--- src/hdl/dshot_frame_encoder_top_defines.svh ---
// Assertion macros shared by the DShot frame encoder RTL.
// Included by the top level; no other dependencies.
`ifndef DSHOT_FRAME_ENCODER_TOP_DEFINES_SVH
`define DSHOT_FRAME_ENCODER_TOP_DEFINES_SVH

`ifndef ASSERT_OFF
// Checked property, disabled while reset is asserted.
`define DFE_ASSERT(label, prop) \
  label: assert property (@(posedge clk) disable iff (!rst_n) prop) \
    else $error("dshot frame encoder check failed");
// Checked property, also evaluated during reset.
`define DFE_ASSERT_ALWAYS(label, prop) \
  label: assert property (@(posedge clk) prop) \
    else $error("dshot frame encoder check failed");
`else
`define DFE_ASSERT(label, prop)
`define DFE_ASSERT_ALWAYS(label, prop)
`endif

`endif

--- src/hdl/dfe_pkg.sv ---
// Shared constants, types and helpers for the DShot frame encoder.
// No dependencies; used by the interface, register, lane, serialiser and top files.
package dfe_pkg;

  // Number of motor channels encoded per item.
  localparam int CHANNELS = 4;
  localparam int FRAME_W  = 16;
  localparam int SER_W    = CHANNELS * FRAME_W;

  // Field widths.
  localparam int US_W    = 12;
  localparam int TICK_W  = 15;
  localparam int CH_W    = 2;
  localparam int BIT_W   = 4;
  localparam int VALUE_W = 11;

  // Throttle mapping constants.
  localparam logic [US_W-1:0] US_IDLE      = 12'd1000;
  localparam logic [US_W-1:0] US_BASE      = 12'd1001;
  localparam int              SPAN_MUL     = 1999;
  localparam int              PROD_W       = 23;
  // Reciprocal of 999 scaled by 2^33, rounded up; exact for products below 2^23.
  localparam int              RECIP_SHIFT  = 33;
  localparam int              RECIP_W      = 24;
  localparam logic [RECIP_W-1:0] RECIP_999 = 24'd8598534;
  localparam int              QUOT_W       = 13;
  localparam logic [VALUE_W-1:0] VALUE_MIN = 11'd48;
  localparam logic [VALUE_W-1:0] VALUE_MAX = 11'd2047;

  // Register map (index into the register list).
  localparam logic [1:0] REG_ZERO_HIGH = 2'd0;
  localparam logic [1:0] REG_ZERO_LOW  = 2'd1;
  localparam logic [1:0] REG_ONE_HIGH  = 2'd2;
  localparam logic [1:0] REG_ONE_LOW   = 2'd3;
  localparam int         PADDR_W       = 4;
  localparam int         PDATA_W       = 32;

  // Register reset values.
  localparam logic [TICK_W-1:0] RST_ZERO_HIGH = 15'd12;
  localparam logic [TICK_W-1:0] RST_ZERO_LOW  = 15'd21;
  localparam logic [TICK_W-1:0] RST_ONE_HIGH  = 15'd25;
  localparam logic [TICK_W-1:0] RST_ONE_LOW   = 15'd8;

  // Pulse timings as held by the register block.
  typedef struct packed {
    logic [TICK_W-1:0] zero_high;
    logic [TICK_W-1:0] zero_low;
    logic [TICK_W-1:0] one_high;
    logic [TICK_W-1:0] one_low;
  } ticks_t;

  // Handshake between the lane pipeline and the serialiser.
  typedef struct packed {
    logic valid;
    logic take;
  } load_ctl_t;

  // Builds the 16-bit frame: value, clear telemetry bit, then checksum.
  function automatic logic [FRAME_W-1:0] build_frame(input logic [VALUE_W-1:0] value);
    logic [11:0] word;
    logic [3:0]  crc;
    word = {value, 1'b0};
    crc  = word[3:0] ^ word[7:4] ^ word[11:8];
    return {word, crc};
  endfunction

endpackage

--- src/hdl/dfe_if.sv ---
// Item channel interfaces for the DShot frame encoder.
// Depends on dfe_pkg for field widths.
interface dfe_in_if;
  logic                           valid;
  logic                           ready;
  logic [dfe_pkg::US_W-1:0]       motor_a_us;
  logic [dfe_pkg::US_W-1:0]       motor_b_us;
  logic [dfe_pkg::US_W-1:0]       motor_c_us;
  logic [dfe_pkg::US_W-1:0]       motor_d_us;

  modport source (output valid, motor_a_us, motor_b_us, motor_c_us, motor_d_us,
                  input ready);
  modport sink (input valid, motor_a_us, motor_b_us, motor_c_us, motor_d_us,
                output ready);
endinterface

interface dfe_out_if;
  logic                           valid;
  logic                           ready;
  logic [dfe_pkg::CH_W-1:0]       channel;
  logic [dfe_pkg::BIT_W-1:0]      bit_index;
  logic                           bit_value;
  logic [dfe_pkg::TICK_W-1:0]     high_ticks;
  logic [dfe_pkg::TICK_W-1:0]     low_ticks;
  logic                           last;

  modport source (output valid, channel, bit_index, bit_value, high_ticks, low_ticks,
                  last, input ready);
  modport sink (input valid, channel, bit_index, bit_value, high_ticks, low_ticks,
                last, output ready);
endinterface

--- src/hdl/dfe_cfg.sv ---
// APB-style register block holding the four pulse timings.
// Depends on dfe_pkg for the register map and reset values.
module dfe_cfg (
  input  logic                          clk,
  input  logic                          rst_n,
  input  logic                          psel,
  input  logic                          penable,
  input  logic                          pwrite,
  input  logic [dfe_pkg::PADDR_W-1:0]   paddr,
  input  logic [dfe_pkg::PDATA_W-1:0]   pwdata,
  output logic [dfe_pkg::PDATA_W-1:0]   prdata,
  output logic                          pready,
  output dfe_pkg::ticks_t               ticks
);

  dfe_pkg::ticks_t ticks_r, ticks_nxt;
  logic            wr_en;
  logic [1:0]      reg_idx;

  assign pready  = 1'b1;
  assign wr_en   = psel && penable && pwrite;
  assign reg_idx = paddr[3:2];
  assign ticks   = ticks_r;

  // Write decode: only the low 15 bits of the data are kept.
  always_comb begin
    ticks_nxt = ticks_r;
    if (wr_en) begin
      unique case (reg_idx)
        dfe_pkg::REG_ZERO_HIGH: ticks_nxt.zero_high = pwdata[dfe_pkg::TICK_W-1:0];
        dfe_pkg::REG_ZERO_LOW:  ticks_nxt.zero_low  = pwdata[dfe_pkg::TICK_W-1:0];
        dfe_pkg::REG_ONE_HIGH:  ticks_nxt.one_high  = pwdata[dfe_pkg::TICK_W-1:0];
        dfe_pkg::REG_ONE_LOW:   ticks_nxt.one_low   = pwdata[dfe_pkg::TICK_W-1:0];
        default:                ticks_nxt = ticks_r;
      endcase
    end
  end

  always_ff @(posedge clk) begin
    if (!rst_n) begin
      ticks_r.zero_high <= dfe_pkg::RST_ZERO_HIGH;
      ticks_r.zero_low  <= dfe_pkg::RST_ZERO_LOW;
      ticks_r.one_high  <= dfe_pkg::RST_ONE_HIGH;
      ticks_r.one_low   <= dfe_pkg::RST_ONE_LOW;
    end else begin
      ticks_r <= ticks_nxt;
    end
  end

  // Read decode.
  always_comb begin
    unique case (reg_idx)
      dfe_pkg::REG_ZERO_HIGH: prdata = dfe_pkg::PDATA_W'(ticks_r.zero_high);
      dfe_pkg::REG_ZERO_LOW:  prdata = dfe_pkg::PDATA_W'(ticks_r.zero_low);
      dfe_pkg::REG_ONE_HIGH:  prdata = dfe_pkg::PDATA_W'(ticks_r.one_high);
      dfe_pkg::REG_ONE_LOW:   prdata = dfe_pkg::PDATA_W'(ticks_r.one_low);
      default:                prdata = '0;
    endcase
  end

endmodule

--- src/hdl/dfe_lane.sv ---
// One channel lane: maps a throttle command to a 16-bit DShot frame.
// Two register stages, one multiplier each. Depends on dfe_pkg.
module dfe_lane (
  input  logic                          clk,
  input  logic                          en1,
  input  logic                          en2,
  input  logic [dfe_pkg::US_W-1:0]      throttle_us,
  output logic [dfe_pkg::FRAME_W-1:0]   frame
);

  logic [dfe_pkg::US_W-1:0]         span;
  logic                             idle_r, idle_nxt;
  logic [dfe_pkg::PROD_W-1:0]       prod_r, prod_nxt;
  logic [dfe_pkg::PROD_W+dfe_pkg::RECIP_W-1:0] scaled;
  logic [dfe_pkg::QUOT_W-1:0]       quot;
  logic [dfe_pkg::QUOT_W:0]         mapped;
  logic [dfe_pkg::VALUE_W-1:0]      value;
  logic [dfe_pkg::FRAME_W-1:0]      frame_r, frame_nxt;

  // Stage 1: offset and scale by 1999.
  always_comb begin
    idle_nxt = (throttle_us <= dfe_pkg::US_IDLE);
    span     = throttle_us - dfe_pkg::US_BASE;
    prod_nxt = dfe_pkg::PROD_W'(span) * dfe_pkg::PROD_W'(dfe_pkg::SPAN_MUL);
  end

  // Stage 2: divide by 999 through the scaled reciprocal, offset and saturate.
  always_comb begin
    scaled = (dfe_pkg::PROD_W + dfe_pkg::RECIP_W)'(prod_r)
           * (dfe_pkg::PROD_W + dfe_pkg::RECIP_W)'(dfe_pkg::RECIP_999);
    quot   = scaled[dfe_pkg::RECIP_SHIFT +: dfe_pkg::QUOT_W];
    mapped = {1'b0, quot} + (dfe_pkg::QUOT_W + 1)'(dfe_pkg::VALUE_MIN);
    if (idle_r) begin
      value = '0;
    end else if (mapped > (dfe_pkg::QUOT_W + 1)'(dfe_pkg::VALUE_MAX)) begin
      value = dfe_pkg::VALUE_MAX;
    end else begin
      value = mapped[dfe_pkg::VALUE_W-1:0];
    end
    frame_nxt = dfe_pkg::build_frame(value);
  end

  always_ff @(posedge clk) begin
    if (en1) begin
      idle_r <= idle_nxt;
      prod_r <= prod_nxt;
    end
    if (en2) begin
      frame_r <= frame_nxt;
    end
  end

  assign frame = frame_r;

endmodule

--- src/hdl/dfe_serializer.sv ---
// Merging stage: takes all lane frames and sends one symbol item per cycle
// while ready is high, channel by channel, MSB first. Depends on dfe_pkg.
module dfe_serializer (
  input  logic                          clk,
  input  logic                          rst_n,
  input  logic                          load_valid,
  input  logic [dfe_pkg::SER_W-1:0]     frames,
  input  dfe_pkg::ticks_t               ticks,
  output dfe_pkg::load_ctl_t            ctl,
  dfe_out_if.source                     out_ch
);

  logic [dfe_pkg::SER_W-1:0]  shift_r, shift_nxt;
  logic [dfe_pkg::CH_W-1:0]   ch_r, ch_nxt;
  logic [dfe_pkg::BIT_W-1:0]  bit_r, bit_nxt;
  logic                       busy_r, busy_nxt;
  logic                       fire, at_end, take;

  assign fire   = busy_r && out_ch.ready;
  assign at_end = (ch_r == dfe_pkg::CH_W'(dfe_pkg::CHANNELS - 1))
               && (bit_r == {dfe_pkg::BIT_W{1'b1}});
  assign take   = load_valid && (!busy_r || (fire && at_end));

  assign ctl.valid = busy_r;
  assign ctl.take  = take;

  // Symbol sequencing.
  always_comb begin
    shift_nxt = shift_r;
    ch_nxt    = ch_r;
    bit_nxt   = bit_r;
    busy_nxt  = busy_r;
    if (take) begin
      shift_nxt = frames;
      ch_nxt    = '0;
      bit_nxt   = '0;
      busy_nxt  = 1'b1;
    end else if (fire) begin
      shift_nxt = {shift_r[dfe_pkg::SER_W-2:0], 1'b0};
      bit_nxt   = bit_r + 1'b1;
      if (bit_r == {dfe_pkg::BIT_W{1'b1}}) begin
        ch_nxt = ch_r + 1'b1;
      end
      if (at_end) begin
        busy_nxt = 1'b0;
      end
    end
  end

  always_ff @(posedge clk) begin
    if (!rst_n) begin
      busy_r <= 1'b0;
      ch_r   <= '0;
      bit_r  <= '0;
    end else begin
      busy_r <= busy_nxt;
      ch_r   <= ch_nxt;
      bit_r  <= bit_nxt;
    end
  end

  always_ff @(posedge clk) begin
    shift_r <= shift_nxt;
  end

  // Symbol item fields.
  assign out_ch.valid      = busy_r;
  assign out_ch.channel    = ch_r;
  assign out_ch.bit_index  = bit_r;
  assign out_ch.bit_value  = shift_r[dfe_pkg::SER_W-1];
  assign out_ch.high_ticks = shift_r[dfe_pkg::SER_W-1] ? ticks.one_high : ticks.zero_high;
  assign out_ch.low_ticks  = shift_r[dfe_pkg::SER_W-1] ? ticks.one_low : ticks.zero_low;
  assign out_ch.last       = at_end;

endmodule

--- src/hdl/dshot_frame_encoder_top.sv ---
// DShot frame encoder, four motor channels.
// Input channel in_ch: one item carries four throttle commands in microseconds.
// Output channel out_ch: one item per pulse symbol, 16 per channel, channel 0
// first and most significant bit first; last marks the final symbol of channel 3.
// Configuration port: APB-style, four 15-bit timing registers at byte addresses
// 0, 4, 8 and 12 (zero high, zero low, one high, one low); pready is always high.
// Four lanes compute the frames in parallel through two register stages, and
// the serialiser then sends one symbol per cycle while out_ch.ready is high.
// An accepted item passes lane stage 1, lane stage 2 and the serialiser load
// before its first symbol is valid.
// The serialiser sends the 64 symbols of an item one a cycle while the receiver is ready.
// The lane stages hold up to two further items while a frame set is being sent,
// so input items are accepted while earlier symbols are still going out.
// When the receiver holds ready low the current symbol is held and nothing is
// lost; the lanes fill and then in_ch.ready drops.
// Reset (synchronous, active low) empties the pipeline and restores the timing
// registers to 12, 21, 25 and 8 ticks.
// Depends on dfe_pkg, dfe_if, dfe_cfg, dfe_lane, dfe_serializer and the defines header.
`include "dshot_frame_encoder_top_defines.svh"

module dshot_frame_encoder_top (
  input  logic                          clk,
  input  logic                          rst_n,
  dfe_in_if.sink                        in_ch,
  dfe_out_if.source                     out_ch,
  input  logic                          psel,
  input  logic                          penable,
  input  logic                          pwrite,
  input  logic [dfe_pkg::PADDR_W-1:0]   paddr,
  input  logic [dfe_pkg::PDATA_W-1:0]   pwdata,
  output logic [dfe_pkg::PDATA_W-1:0]   prdata,
  output logic                          pready
);

  dfe_pkg::ticks_t             ticks;
  dfe_pkg::load_ctl_t          ser_ctl;
  logic [dfe_pkg::US_W-1:0]    cmd [4];
  logic [dfe_pkg::SER_W-1:0]   frames;
  logic                        s1_valid_r, s1_valid_nxt;
  logic                        s2_valid_r, s2_valid_nxt;
  logic                        en1, en2, s1_ready, s2_ready;

  // Timing registers.
  dfe_cfg u_cfg (
    .clk     (clk),
    .rst_n   (rst_n),
    .psel    (psel),
    .penable (penable),
    .pwrite  (pwrite),
    .paddr   (paddr),
    .pwdata  (pwdata),
    .prdata  (prdata),
    .pready  (pready),
    .ticks   (ticks)
  );

  // Lane pipeline flow control.
  assign s2_ready    = !s2_valid_r || ser_ctl.take;
  assign en2         = s1_valid_r && s2_ready;
  assign s1_ready    = !s1_valid_r || en2;
  assign en1         = in_ch.valid && s1_ready;
  assign in_ch.ready = s1_ready;

  always_comb begin
    s1_valid_nxt = s1_valid_r;
    s2_valid_nxt = s2_valid_r;
    if (en1) begin
      s1_valid_nxt = 1'b1;
    end else if (en2) begin
      s1_valid_nxt = 1'b0;
    end
    if (en2) begin
      s2_valid_nxt = 1'b1;
    end else if (ser_ctl.take) begin
      s2_valid_nxt = 1'b0;
    end
  end

  always_ff @(posedge clk) begin
    if (!rst_n) begin
      s1_valid_r <= 1'b0;
      s2_valid_r <= 1'b0;
    end else begin
      s1_valid_r <= s1_valid_nxt;
      s2_valid_r <= s2_valid_nxt;
    end
  end

  // One lane per channel; channel 0 lands in the top frame of the word.
  assign cmd[0] = in_ch.motor_a_us;
  assign cmd[1] = in_ch.motor_b_us;
  assign cmd[2] = in_ch.motor_c_us;
  assign cmd[3] = in_ch.motor_d_us;

  for (genvar g = 0; g < dfe_pkg::CHANNELS; g++) begin : g_lane
    dfe_lane u_lane (
      .clk         (clk),
      .en1         (en1),
      .en2         (en2),
      .throttle_us (cmd[g]),
      .frame       (frames[dfe_pkg::SER_W - 1 - g*dfe_pkg::FRAME_W -: dfe_pkg::FRAME_W])
    );
  end

  // Merging stage and output.
  dfe_serializer u_ser (
    .clk        (clk),
    .rst_n      (rst_n),
    .load_valid (s2_valid_r),
    .frames     (frames),
    .ticks      (ticks),
    .ctl        (ser_ctl),
    .out_ch     (out_ch)
  );

  // A frame set is sent without gaps until its last symbol.
  `DFE_ASSERT(a_no_gap_in_set, out_ch.valid && out_ch.ready && !out_ch.last |=> out_ch.valid)
  // Symbols within a frame set advance by one position at a time.
  `DFE_ASSERT(a_bit_step,
    out_ch.valid && out_ch.ready && !out_ch.last |=>
    out_ch.bit_index == dfe_pkg::BIT_W'($past(out_ch.bit_index) + 1'b1))
  // Finished frames wait in the lane stage until the serialiser takes them.
  `DFE_ASSERT(a_frames_held, s2_valid_r && !ser_ctl.take |=> s2_valid_r)
  // The input side only stalls when the first lane stage is occupied.
  `DFE_ASSERT_ALWAYS(a_stall_cause, !in_ch.ready |-> s1_valid_r)

endmodule
--- src/flat_wrapper.sv ---
// flat-port wrapper written by rule: the top's interface ports become plain ports
module dshot_frame_encoder_top_flat 
  (clk, rst_n, psel, penable, pwrite, paddr, pwdata, prdata, pready, in_ch_valid, in_ch_motor_a_us, in_ch_motor_b_us, in_ch_motor_c_us, in_ch_motor_d_us, in_ch_ready, out_ch_valid, out_ch_channel, out_ch_bit_index, out_ch_bit_value, out_ch_high_ticks, out_ch_low_ticks, out_ch_last, out_ch_ready);
  dfe_in_if in_ch_i ();
  dfe_out_if out_ch_i ();
  input  logic clk;
  input  logic rst_n;
  input  logic psel;
  input  logic penable;
  input  logic pwrite;
  input  logic [dfe_pkg::PADDR_W-1:0] paddr;
  input  logic [dfe_pkg::PDATA_W-1:0] pwdata;
  output logic [dfe_pkg::PDATA_W-1:0] prdata;
  output logic pready;
  input wire logic [$bits(in_ch_i.valid)-1:0] in_ch_valid;
  input wire logic [$bits(in_ch_i.motor_a_us)-1:0] in_ch_motor_a_us;
  input wire logic [$bits(in_ch_i.motor_b_us)-1:0] in_ch_motor_b_us;
  input wire logic [$bits(in_ch_i.motor_c_us)-1:0] in_ch_motor_c_us;
  input wire logic [$bits(in_ch_i.motor_d_us)-1:0] in_ch_motor_d_us;
  output wire logic [$bits(in_ch_i.ready)-1:0] in_ch_ready;
  output wire logic [$bits(out_ch_i.valid)-1:0] out_ch_valid;
  output wire logic [$bits(out_ch_i.channel)-1:0] out_ch_channel;
  output wire logic [$bits(out_ch_i.bit_index)-1:0] out_ch_bit_index;
  output wire logic [$bits(out_ch_i.bit_value)-1:0] out_ch_bit_value;
  output wire logic [$bits(out_ch_i.high_ticks)-1:0] out_ch_high_ticks;
  output wire logic [$bits(out_ch_i.low_ticks)-1:0] out_ch_low_ticks;
  output wire logic [$bits(out_ch_i.last)-1:0] out_ch_last;
  input wire logic [$bits(out_ch_i.ready)-1:0] out_ch_ready;
  assign in_ch_i.valid = in_ch_valid;
  assign in_ch_i.motor_a_us = in_ch_motor_a_us;
  assign in_ch_i.motor_b_us = in_ch_motor_b_us;
  assign in_ch_i.motor_c_us = in_ch_motor_c_us;
  assign in_ch_i.motor_d_us = in_ch_motor_d_us;
  assign in_ch_ready = in_ch_i.ready;
  assign out_ch_valid = out_ch_i.valid;
  assign out_ch_channel = out_ch_i.channel;
  assign out_ch_bit_index = out_ch_i.bit_index;
  assign out_ch_bit_value = out_ch_i.bit_value;
  assign out_ch_high_ticks = out_ch_i.high_ticks;
  assign out_ch_low_ticks = out_ch_i.low_ticks;
  assign out_ch_last = out_ch_i.last;
  assign out_ch_i.ready = out_ch_ready;
  dshot_frame_encoder_top u_core (.clk(clk), .rst_n(rst_n), .in_ch(in_ch_i), .out_ch(out_ch_i), .psel(psel), .penable(penable), .pwrite(pwrite), .paddr(paddr), .pwdata(pwdata), .prdata(prdata), .pready(pready));
endmodule
--- config.mk ---
export PLATFORM = sky130hd
export DESIGN_NAME = dshot_frame_encoder_top_flat
export DESIGN_NICKNAME = d
export VERILOG_FILES = /design/src/hdl/dfe_pkg.sv /design/src/hdl/dfe_if.sv /design/src/hdl/dfe_cfg.sv /design/src/hdl/dfe_lane.sv /design/src/hdl/dfe_serializer.sv /design/src/hdl/dshot_frame_encoder_top.sv /design/src/flat_wrapper.sv
export VERILOG_INCLUDE_DIRS = /design/src /design/src/hdl
export SDC_FILE = /design/constraint.sdc
export NUM_CORES = 2
export LEC_CHECK = 0
export ABC_AREA = 1
export BUFFER_PORTS_ARGS = -buffer_cell sky130_fd_sc_hd__buf_2
export CAP_MARGIN = 10
export CORE_ASPECT_RATIO = 1.5
export CORE_UTILIZATION = 40
export CTS_CLUSTER_SIZE = 10
export DETAILED_ROUTE_END_ITERATION = 10
export PLACE_DENSITY = 0.52
export SETUP_SLACK_MARGIN = 0.02
export SYNTH_ARGS = -nofsm -noshare
export SYNTH_HDL_FRONTEND = slang
export SYNTH_SLANG_ARGS = --single-unit
export TNS_END_PERCENT = 20
--- constraint.sdc ---
create_clock -name clk -period 21.4 [get_ports clk]
set_input_delay 4.28 -clock clk [delete_from_list [all_inputs] [get_ports clk]]
set_output_delay 4.28 -clock clk [all_outputs]
set_load 0.005 [all_outputs]
=== Yosys cells after proc, flatten, opt, wreduce, memory -nomap -nowiden ===
Cells that the tools add are included.

* Register bits: 289
* Input port bits: 91
* Word-level logic and storage cells: 109

* Add/sub/neg operators: 10
* $mul: 8
* $lt $le $gt $ge: 8
* Equality and inequality tests: 5
* Multiplexer cells: 20
* Bitwise logic cells: 9
* Reduce and logical (&&, ||, !) cells: 26

{| class="wikitable"
|+ Operators by type and width
! cell !! number
|-
| $mul 23x23->45 const B || 4
|-
| $mux 64 || 2
|-
| $pmux 32 s4 || 1
|-
| $mul 12x11->23 const B || 4
|-
| $mux 11 || 8
|-
| $add 13x6->14 const B || 4
|-
| $gt 14x11->1 const B || 4
|-
| $le 12x10->1 const B || 4
|-
| $sub 12x10->12 const B || 4
|-
| $xor 4x4->4 || 8
|-
| $mux 15 || 2
|-
| $reduce_and 2->1 || 6
|-
| $logic_and 1x1->1 || 8
|-
| $reduce_bool 2->1 || 4
|-
| $mux 1 || 7
|-
| $eq 2x2->1 const B || 3
|-
| $add 4x1->4 const B || 1
|-
| $eq 4x4->1 const B || 1
|-
| $logic_not 1->1 || 3
|-
| $logic_or 1x1->1 || 3
|-
| $add 2x1->2 const B || 1
|-
| $eq 2x1->1 const B || 1
|-
| $logic_not 2->1 || 1
|-
| $reduce_or 2->1 || 1
|-
| $not 1->1 || 1
|}

=== Longest topological paths before layout ===
* Depth in word-level cells: 10
* Gate-level depth with buffers: 38
* Mapped depth without buffers: 38

=== By module ===
From an unflattened synthesis, not the netlist that was laid out.

* Cell total of the unflattened synthesis: 7,056
* Area, all modules: 56,274.0 um2

{| class="wikitable"
|+ By module, submodules not included
! module !! instances !! cells an instance !! area each (um2)
|-
| dfe_lane at u_core.g_lane[0].u_lane ... || 2 || 1,564 || 12,425.7
|-
| dfe_lane at u_core.g_lane[3].u_lane || 1 || 1,561 || 12,445.7
|-
| dfe_lane at u_core.g_lane[2].u_lane || 1 || 1,547 || 12,340.6
|-
| dfe_serializer || 1 || 359 || 3,578.4
|-
| dfe_cfg || 1 || 448 || 2,962.8
|-
| dshot_frame_encoder_top || 1 || 13 || 95.1
|}

=== Least setup slack after synthesis ===
OpenSTA, ideal clock, no wires.

* Path kind: in2reg
* Start: input in_ch_motor_a_us[0]
* End: register u_core.g_lane[0].u_lane.prod_r[22] in the netlist's numbering, data pin
* Data arrival time: 9.857 ns
* Path slack: 11.283 ns
* Stages on the path: 27
* Cells stage by stage: inv_1 ha_1 a21oi_1 or2_2 nand2_1 xor2_1 inv_1 ha_1 inv_1 fa_1 inv_1 fa_1 fa_1 inv_1 fa_1 inv_1 ha_1 a21oi_1 o21ai_0 a21oi_1 o21ai_0 a21boi_0 o21bai_1 a21boi_0 o21bai_1 a21oi_1 xnor2_1

* Cells in the longest elaborated chain, start to end: 2

{| class="wikitable"
|+ RTL lines
! what !! RTL line !! source
|-
| start, declared || flat_wrapper.sv:16 || <nowiki>input wire logic [$bits(in_ch_i.motor_a_us)-1:0] in_ch_motor_a_us;</nowiki>
|-
| $sub 12x10->12 || dfe_lane.sv:23 || <nowiki>span = throttle_us - dfe_pkg::US_BASE;</nowiki>
|-
| $mul 12x11->23 || dfe_lane.sv:24 || <nowiki>prod_nxt = dfe_pkg::PROD_W'(span) * dfe_pkg::PROD_W'(dfe_pkg::SPAN_MUL);</nowiki>
|-
| via u_core.g_lane[0].u_lane.prod_nxt, one bit || dfe_lane.sv:13 || <nowiki>logic [dfe_pkg::PROD_W-1:0] prod_r, prod_nxt;</nowiki>
|-
| end signal, assigned || dfe_lane.sv:46 || <nowiki>prod_r <= prod_nxt;</nowiki>
|-
| end, declared || dfe_lane.sv:13 ||
|}

The timed path passes the listed nets, and every way through them passes these cells.
A chain may end at the register's enable or synchronous reset.

=== Worst setup path in the final report ===
Same ends and word-level chain as after synthesis.

==> run metrics <==
placed insts 8,829; GR Overflow Total 0; max-cap viol count 0; Reg clk slew, reported paths 0.05 ns; Adder-Cell Fraction of Synth Area 46.9%; drc violations 0; R2R depth 32; first-pass GRT wire length 225 mm; Post-Route Utilization 43.2%; register area 0.00799 mm^2; nets 8,877; worst hold path type flop to flop; core footprint 0.137 mm^2; RSZ-0062 raised after global routing false; Synth Instances 6,977; Syn-to-layout area delta 6.96%; Final Hold Viols 0; hold buffers post-CTS 0; largest family of logic cells by synthesized area adder cells; post-CTS setup buffers 0; skew final 0.0375 ns; DR pass1 iterations 5; hold endpoint u_core.u_cfg.ticks[40]; multi-input logic area 0.0399 mm^2; CTS tree built; clock latency on the worst-skew pair 0.62 ns; most frequent CP cell inv_1; top cell type by total area after synthesis fa_1; status completed; die width 305 um; vias in the first global route 44,800; CP required 21.76 ns; FF+latch count, synth 289; syn_area_per_cell 7.91 um^2; Yosys warning total 0; DR WL/cell 15.5 um; post-DR vias/cell 4.75; max-slew violations 0; H-tree depth 2; GRT Util Overall 20.2%; Root Driver clkbuf_16; Seq/Total Area, Yosys 14.5%; max_slew headroom 25.1%; RD Place Congestion 0.952; WHS Path Cells 2; Detail Placement HPWL 122 mm; Setup crit end kind flop; area share of and/or/nand/nor cells after synthesis 18.0%; layout cells sized above 1 4.22%; Initial DRC Count 1,387; synth unique cells 52; cells resized by post-CTS repair 0; delay of the slowest cell on the worst path 0.50 ns; num ports 164; Port-buffer cells 126; R2R setup slack 13.99 ns; Synth Area in Compound Gates 4.87%; Mapped Area 0.0552 mm^2; measured slew at the worst slew-check pin 1.12 ns; CTS buffer count 39; worst r2r dst u_core.g_lane[0].u_lane.frame[3]; WS Path Type input port to flop; Top delay family on crit path adder cells; Layout Cells excl Fill 8,893; Routed Antenna Nets 0; pin count of the biggest net entering global routing 65; CP max-delay cell fa_1; reg2reg start u_core.g_lane[0].u_lane.prod_r[12]; clock buffer depth 3; worst path bufs/invs 7; maximum clock rate 95.1 MHz; Hold Worst Slack 0.461 ns; clock sinks 289; Vias 42,200; initial cell density of the core 40.4%; filler cell count 14,100; initial antenna violation count 0; Synth area leaders fa_1 23%, ha_1 23%, inv_1 13%; CP Data Arrival Time 10.88 ns; mux share of post-synthesis cell area 0%; Post-synth ARST share 0%; top_reg_cell synth edfxtp_1; Total Wirelength 137 mm; Setup TNS 0 ns; critical path startpoint category input port; post-layout min period 10.51 ns; die area 0.140 mm^2; Site Rows 166; Crit. path cell count 28; Final setup viols 0; Die Span Y 457 um; Synth Area in XOR/XNOR 2.33%; Hold Startpoint u_core.u_cfg.ticks[40]; final period utilization 49.1%; Post-synth EDFFs 220; Max Fanout on Critical Path 6; top cell type's share of synthesized area 23.5%
layout make-up:
type,instances,area share (%)
multi-input combinational,4753,67.5
sequential,289,13.5
inverter,1885,12.0
tap,1764,3.74
clock buffer,49,1.72
timing repair buffer,138,1.22
clock inverter,14,0.275
antenna,1,0.00424
stage by stage:
step / cell area [um^2] / setup slack, ns
4_1_cts: 59100 / 10.91
5_1_grt: 59100 / 10.40
3_3_place_gp: 57900 / 10.30
3_5_place_dp: 57900 / 10.23
2_1_floorplan: 55300 / 11.28
6_report: 59100 / 10.89
synthesized netlist by cell type, types with 10 or more instances:
master	instances
a21oi_1	245
nand3_1	183
nand2_2	33
inv_1	1874
clkbuf_1	38
buf_4	18
nand2_1	1615
o211ai_1	11
o21ai_0	144
o21bai_1	23
fa_1	648
nor2_1	398
or2_2	10
dfxtp_1	69
nand3b_1	16
nor2_2	31
xnor2_1	46
ha_1	1032
xor2_1	101
nand4_1	65
o2111ai_1	16
edfxtp_1	220
nor3_1	39
layer usage:
metal,wire length [um],global-route usage [%],vias to the layer above,share of wire (%)
met5,0,0,-,0
met4,5770,7.73,0,4.2
met3,2580,1.53,223,1.9
met2,76400,40.8,533,56
met1,52700,21.1,19900,38
li1,-,-,21600,-
kinds of logic after synthesis:
family | after synthesis
simple gates | 2423
buf+inv | 1951
fa+ha+maj | 1680
compound gates | 485
flops | 289
xor+xnor | 147
other cells | 2
state kept, by name (all words and copies together), names as in the netlist:
| register | flops |
|---|---|
| u_core.u_ser.out_ch.bit_index | 4 |
| u_core.g_lane.u_lane.frame | 60 |
| u_core.u_ser.shift_r | 64 |
| u_core.g_lane.u_lane.idle_r | 4 |
| u_core.s2_valid_r | 1 |
| u_core.u_ser.out_ch.valid | 1 |
| u_core.u_ser.out_ch.channel | 2 |
| u_core.s1_valid_r | 1 |
| u_core.u_cfg.ticks | 60 |
| u_core.g_lane.u_lane.prod_r | 92 |
how the worst max path moves through the flow:
stage	from	endpoint	slack, ns
after floorplan	in_ch_motor_a_us[0]	u_core.g_lane[0].u_lane.prod_r[22]	11.28
after global placement	in_ch_motor_b_us[0]	u_core.g_lane[1].u_lane.prod_r[20]	10.30
after detailed placement	in_ch_motor_a_us[0]	u_core.g_lane[0].u_lane.prod_r[22]	10.23
after CTS	in_ch_motor_a_us[0]	u_core.g_lane[0].u_lane.prod_r[22]	10.91
after global routing	in_ch_motor_b_us[0]	u_core.g_lane[1].u_lane.prod_r[20]	10.40
final	in_ch_motor_a_us[0]	u_core.g_lane[0].u_lane.prod_r[22]	10.89
cells in the final DEF, fill, tap and decap left out, types with 69 or more instances in the layout:
master / Yosys / routed
dfxtp_1: 69 / 69
ha_1: 1032 / 1032
nand2_1: 1615 / 1614
nand3_1: 183 / 183
xor2_1: 101 / 101
o21ai_0: 144 / 143
buf_2: 2 / 126
a21oi_1: 245 / 245
edfxtp_1: 220 / 220
fa_1: 648 / 648
inv_1: 1874 / 1872
nor2_1: 398 / 398
worst reg2reg max path, delay by kind of cell (launching register included):
| kind | cells | cell delay, ns |
|---|---|---|
| fa+ha+maj | 9 | 3.86 |
| simple gates | 17 | 2.17 |
| compound gates | 1 | 0.21 |
| buf+inv | 5 | 0.25 |
| flops | 1 | 0.68 |
Power is not shown: default switching activity piles up to over one toggle a cycle in this logic, so the estimate is an artifact.
